$ cat config.mk
export PLATFORM = sky130hd
export DESIGN_NAME = rpce_ram
export DESIGN_NICKNAME = d
export VERILOG_FILES = /design/src/hw/rtl/route_penalized_cost_evaluator_assert.svh /design/src/hw/rtl/rpce_ram.sv
export SDC_FILE = /design/constraint.sdc
export NUM_CORES = 1
export LEC_CHECK = 0
export BUFFER_PORTS_ARGS = -buffer_cell sky130_fd_sc_hd__buf_2
export CAP_MARGIN = 20
export CELL_PAD_IN_SITES_DETAIL_PLACEMENT = 1
export CELL_PAD_IN_SITES_GLOBAL_PLACEMENT = 1
export CORE_AREA = 10 10 111 113
export DETAILED_ROUTE_END_ITERATION = 8
export DIE_AREA = 0 0 121 123
export MAX_ROUTING_LAYER = met4
export PLACE_DENSITY_LB_ADDON = 0.1
export SLEW_MARGIN = 25
export SYNTH_ARGS = -nofsm -noshare
export SYNTH_HDL_FRONTEND = slang
export SYNTH_SLANG_ARGS = --single-unit
$ cat constraint.sdc
create_clock -name clk -period 2 [get_ports clk]
set_input_delay 0.4 -clock clk [delete_from_list [all_inputs] [get_ports clk]]
set_output_delay 0.4 -clock clk [all_outputs]
set_load 0.05 [all_outputs]
$ cat src/hw/rtl/route_penalized_cost_evaluator_assert.svh
// ---------------------------------------------------------------------------
// Route penalized cost evaluator assertion macros
// Concurrent assertion shorthands clocked on clk and disabled during reset.
// ---------------------------------------------------------------------------
`ifndef ROUTE_PENALIZED_COST_EVALUATOR_ASSERT_SVH
`define ROUTE_PENALIZED_COST_EVALUATOR_ASSERT_SVH

// The consequent must hold in the same cycle as the antecedent.
`define RPCE_ASSERT_NOW(lbl, ante, cons, msg) \
	lbl: assert property (@(posedge clk) disable iff (!arst_n) (ante) |-> (cons)) \
		else $error(msg);

// The consequent must hold in the cycle after the antecedent.
`define RPCE_ASSERT_NEXT(lbl, ante, cons, msg) \
	lbl: assert property (@(posedge clk) disable iff (!arst_n) (ante) |=> (cons)) \
		else $error(msg);

`endif

$ cat src/hw/rtl/rpce_ram.sv
`timescale 1ns / 1ps
// ---------------------------------------------------------------------------
// Generic RAM
// One write port and one read port with registered read data.
// ---------------------------------------------------------------------------
module rpce_ram #(
	parameter int WIDTH = 8,
	parameter int DEPTH = 16
) (
	input  logic                     clk,
	input  logic                     we,
	input  logic [$clog2(DEPTH)-1:0] waddr,
	input  logic [WIDTH-1:0]         wdata,
	input  logic                     re,
	input  logic [$clog2(DEPTH)-1:0] raddr,
	output logic [WIDTH-1:0]         rdata
);

	logic [WIDTH-1:0] mem_q [DEPTH];

	always_ff @(posedge clk) begin
		if (we) begin
			mem_q[waddr] <= wdata;
		end
		if (re) begin
			rdata <= mem_q[raddr];
		end
	end

endmodule

==> out/results.ini <==
[pwr]
intPower_mw=4.94
total_power_mw=6.18
ir_worst_vdd_mv=0.592
pwr-share-seq_pct=52.3
p_leak_nw=2.08
p_per_area_mw_per_mm2=1010
power_frac_clock_pct=42.0
switching_share_pct=20.1
p_sw_mw=1.25
p_comb_share_pct=5.7

[clocking]
cts_max_level=4
clock_sinks=136
path_clk_slew_ps=60
postCtsResizedCells=0
cts_tree=built
cts_buffers=17
cts-root-buf=clkbuf_8
clk_path_buf_depth=2
cts_hold_buffers=0
clock_latency_ps=520
post_cts_buffers=0

[layout]
diodes=0
fin_util_pct=60.5
nets=305
fin_area_mm2=0.00613
area_growth_pct=17.3
drive_above_1_share_pct=29.8

[yosys]
ys.flop_type=edfxtp_1
ys_types=18
synth_area_mm2=0.00523
synth_edf_count=136
ys_seq_area_share_pct=78.1
synth_fp_nets=248
netlist.area_leader.share_pct=78.1
synthCells=229
ys_warn_count=0
avgSynthCellArea_um2=22.8
yosys.area.top_type=edfxtp_1
synth_common_cells=136 x edfxtp_1, 18 x mux4_2, 16 x a22oi_1
ys_ff_latch=136
synthArstFlopShare_pct=0
synth.top_cells.by_area=edfxtp_1 78%, mux4_2 7.8%, mux4_1 7.0%
yosysMostFrequentCell=edfxtp_1

[drt]
firstDrtPassIters=4
num_vias=2486
initialDrtViolationCount=194
final_antenna_net_count=0
wl_per_cell_um=25.0
vias_per_cell=5.77
routed_wl_mm=10.8
drcViolationCount=0

[placement]
placed_area_mm2=0.00564
place_congestion=0.731
place_hpwl_mm=7.15
portBuffers=26

[worst_setup_path]
max_stage_delay_ps=370
required_ps=1600
crit_fanout=1
arrival_ps=1160
cp_top_family=flip-flops
critical_path.cell_chain=buf_2
worst-path-buf-inv=1
start_kind=register
worst_setup_path_end_kind=output port
path_class=reg -> out
crit_slowest_cell=edfxtp_1

[global_route]
grt_max_degree=33
grt-ovfl-total=0
grt_usage_pct=16.3
grt_pass1_wl_mm=16.8
antenna_found_initial=0
grt_pass1_vias=2685

[timing]
relSlewSlack_pct=75.0
whs_ps=250
finalCritPeriodShare_pct=78.0
fin_crit_ps=1560
fmax_ghz=0.641
tightestPinTransition_ps=374
rsz0062_at_grt=false
setup_tns_ps=0
setup_viol=0
hold_viol=0
fin_skew_ps=13.1
drv_slew=0

[die]
num_rows=37
die_w_um=121
core-area_mm2=0.0101
die_area_mm2=0.0149
die_h_um=123
io-pin-count=27
start_util_pct=51.6

[worst_hold_path]
hold_path_class=in -> reg

[job]
max_cap_violations=0

[run_status]
outcome=finished, final reports clean

## metal layers
| layer | share of wire (%) | track usage, % |
|---|---|---|
| met1 | 46 | 21.2 |
| met2 | 49 | 23.4 |
| met3 | 4.1 | 5.01 |
| met4 | 1.1 | 6.79 |
| met5 | 0 | - |
## power groups by stage
stage	Clock, mW	Sequential (mW)	Combinational [mW]
5_1_grt	2.80	3.24	0.381
3_3_place_gp	0	3.29	0.349
2_1_floorplan	0	3.33	0.162
3_5_place_dp	0	3.29	0.358
6_report	2.60	3.23	0.352
4_1_cts	2.66	3.23	0.360
## path summary, 6_finish.rpt
path	start	endpoint	slack, ps	depth (start not counted)
worst min register to register	mem_q[15][6]$_DFFE_PP_	rdata[6]$_DFFE_PP_	760	3
worst max-delay path	rdata[0]$_DFFE_PP_	rdata[0]	440	1
worst min-delay path	re	rdata[3]$_DFFE_PP_	250	1
worst max register to register	mem_q[2][6]$_DFFE_PP_	rdata[6]$_DFFE_PP_	500	3
## state kept, by name (all words and copies together), names as in the netlist
signal,flops
mem_q,128
rdata,8
## metrics by stage
stage,setup slack (ps),cells
after floorplan,107,229
after global placement,81.5,403
after detailed placement,74.9,403
after CTS,418,431
after global routing,377,431
final,441,431
## area by class of cell
class | count | area [um^2]
clock buffers | 20 | 425
clock inverters | 8 | 60.1
fillers | 860 | 4010
multi-input cells | 83 | 1060
flip-flops and latches | 136 | 4080
well taps | 136 | 170
repair buffers | 48 | 333
## layout by cell type (no fill, tap or decap), drive strengths merged
cell | synthesis | final
nor2b | 1 | 1
bufinv | 0 | 1
nor3 | 4 | 4
mux4 | 32 | 32
buf | 7 | 48
clkbuf | 0 | 20
nand2b | 2 | 2
or3b | 1 | 1
clkinv | 0 | 7
a22oi | 16 | 16
nand3b | 2 | 2
nand3 | 1 | 1
edfxtp | 136 | 136
nand2 | 9 | 9
nor2 | 13 | 13
and2 | 1 | 1
and2b | 1 | 1
## kinds of logic after synthesis
| kind of cell | share of synthesized area, % |
|---|---|
| and+or+nand+nor | 3.14 |
| muxes | 14.8 |
| DFF | 78.1 |
| AOI/OAI and AO/OA | 2.30 |
| buffers and inverters | 1.65 |
(Power assumes the default switching activity.)
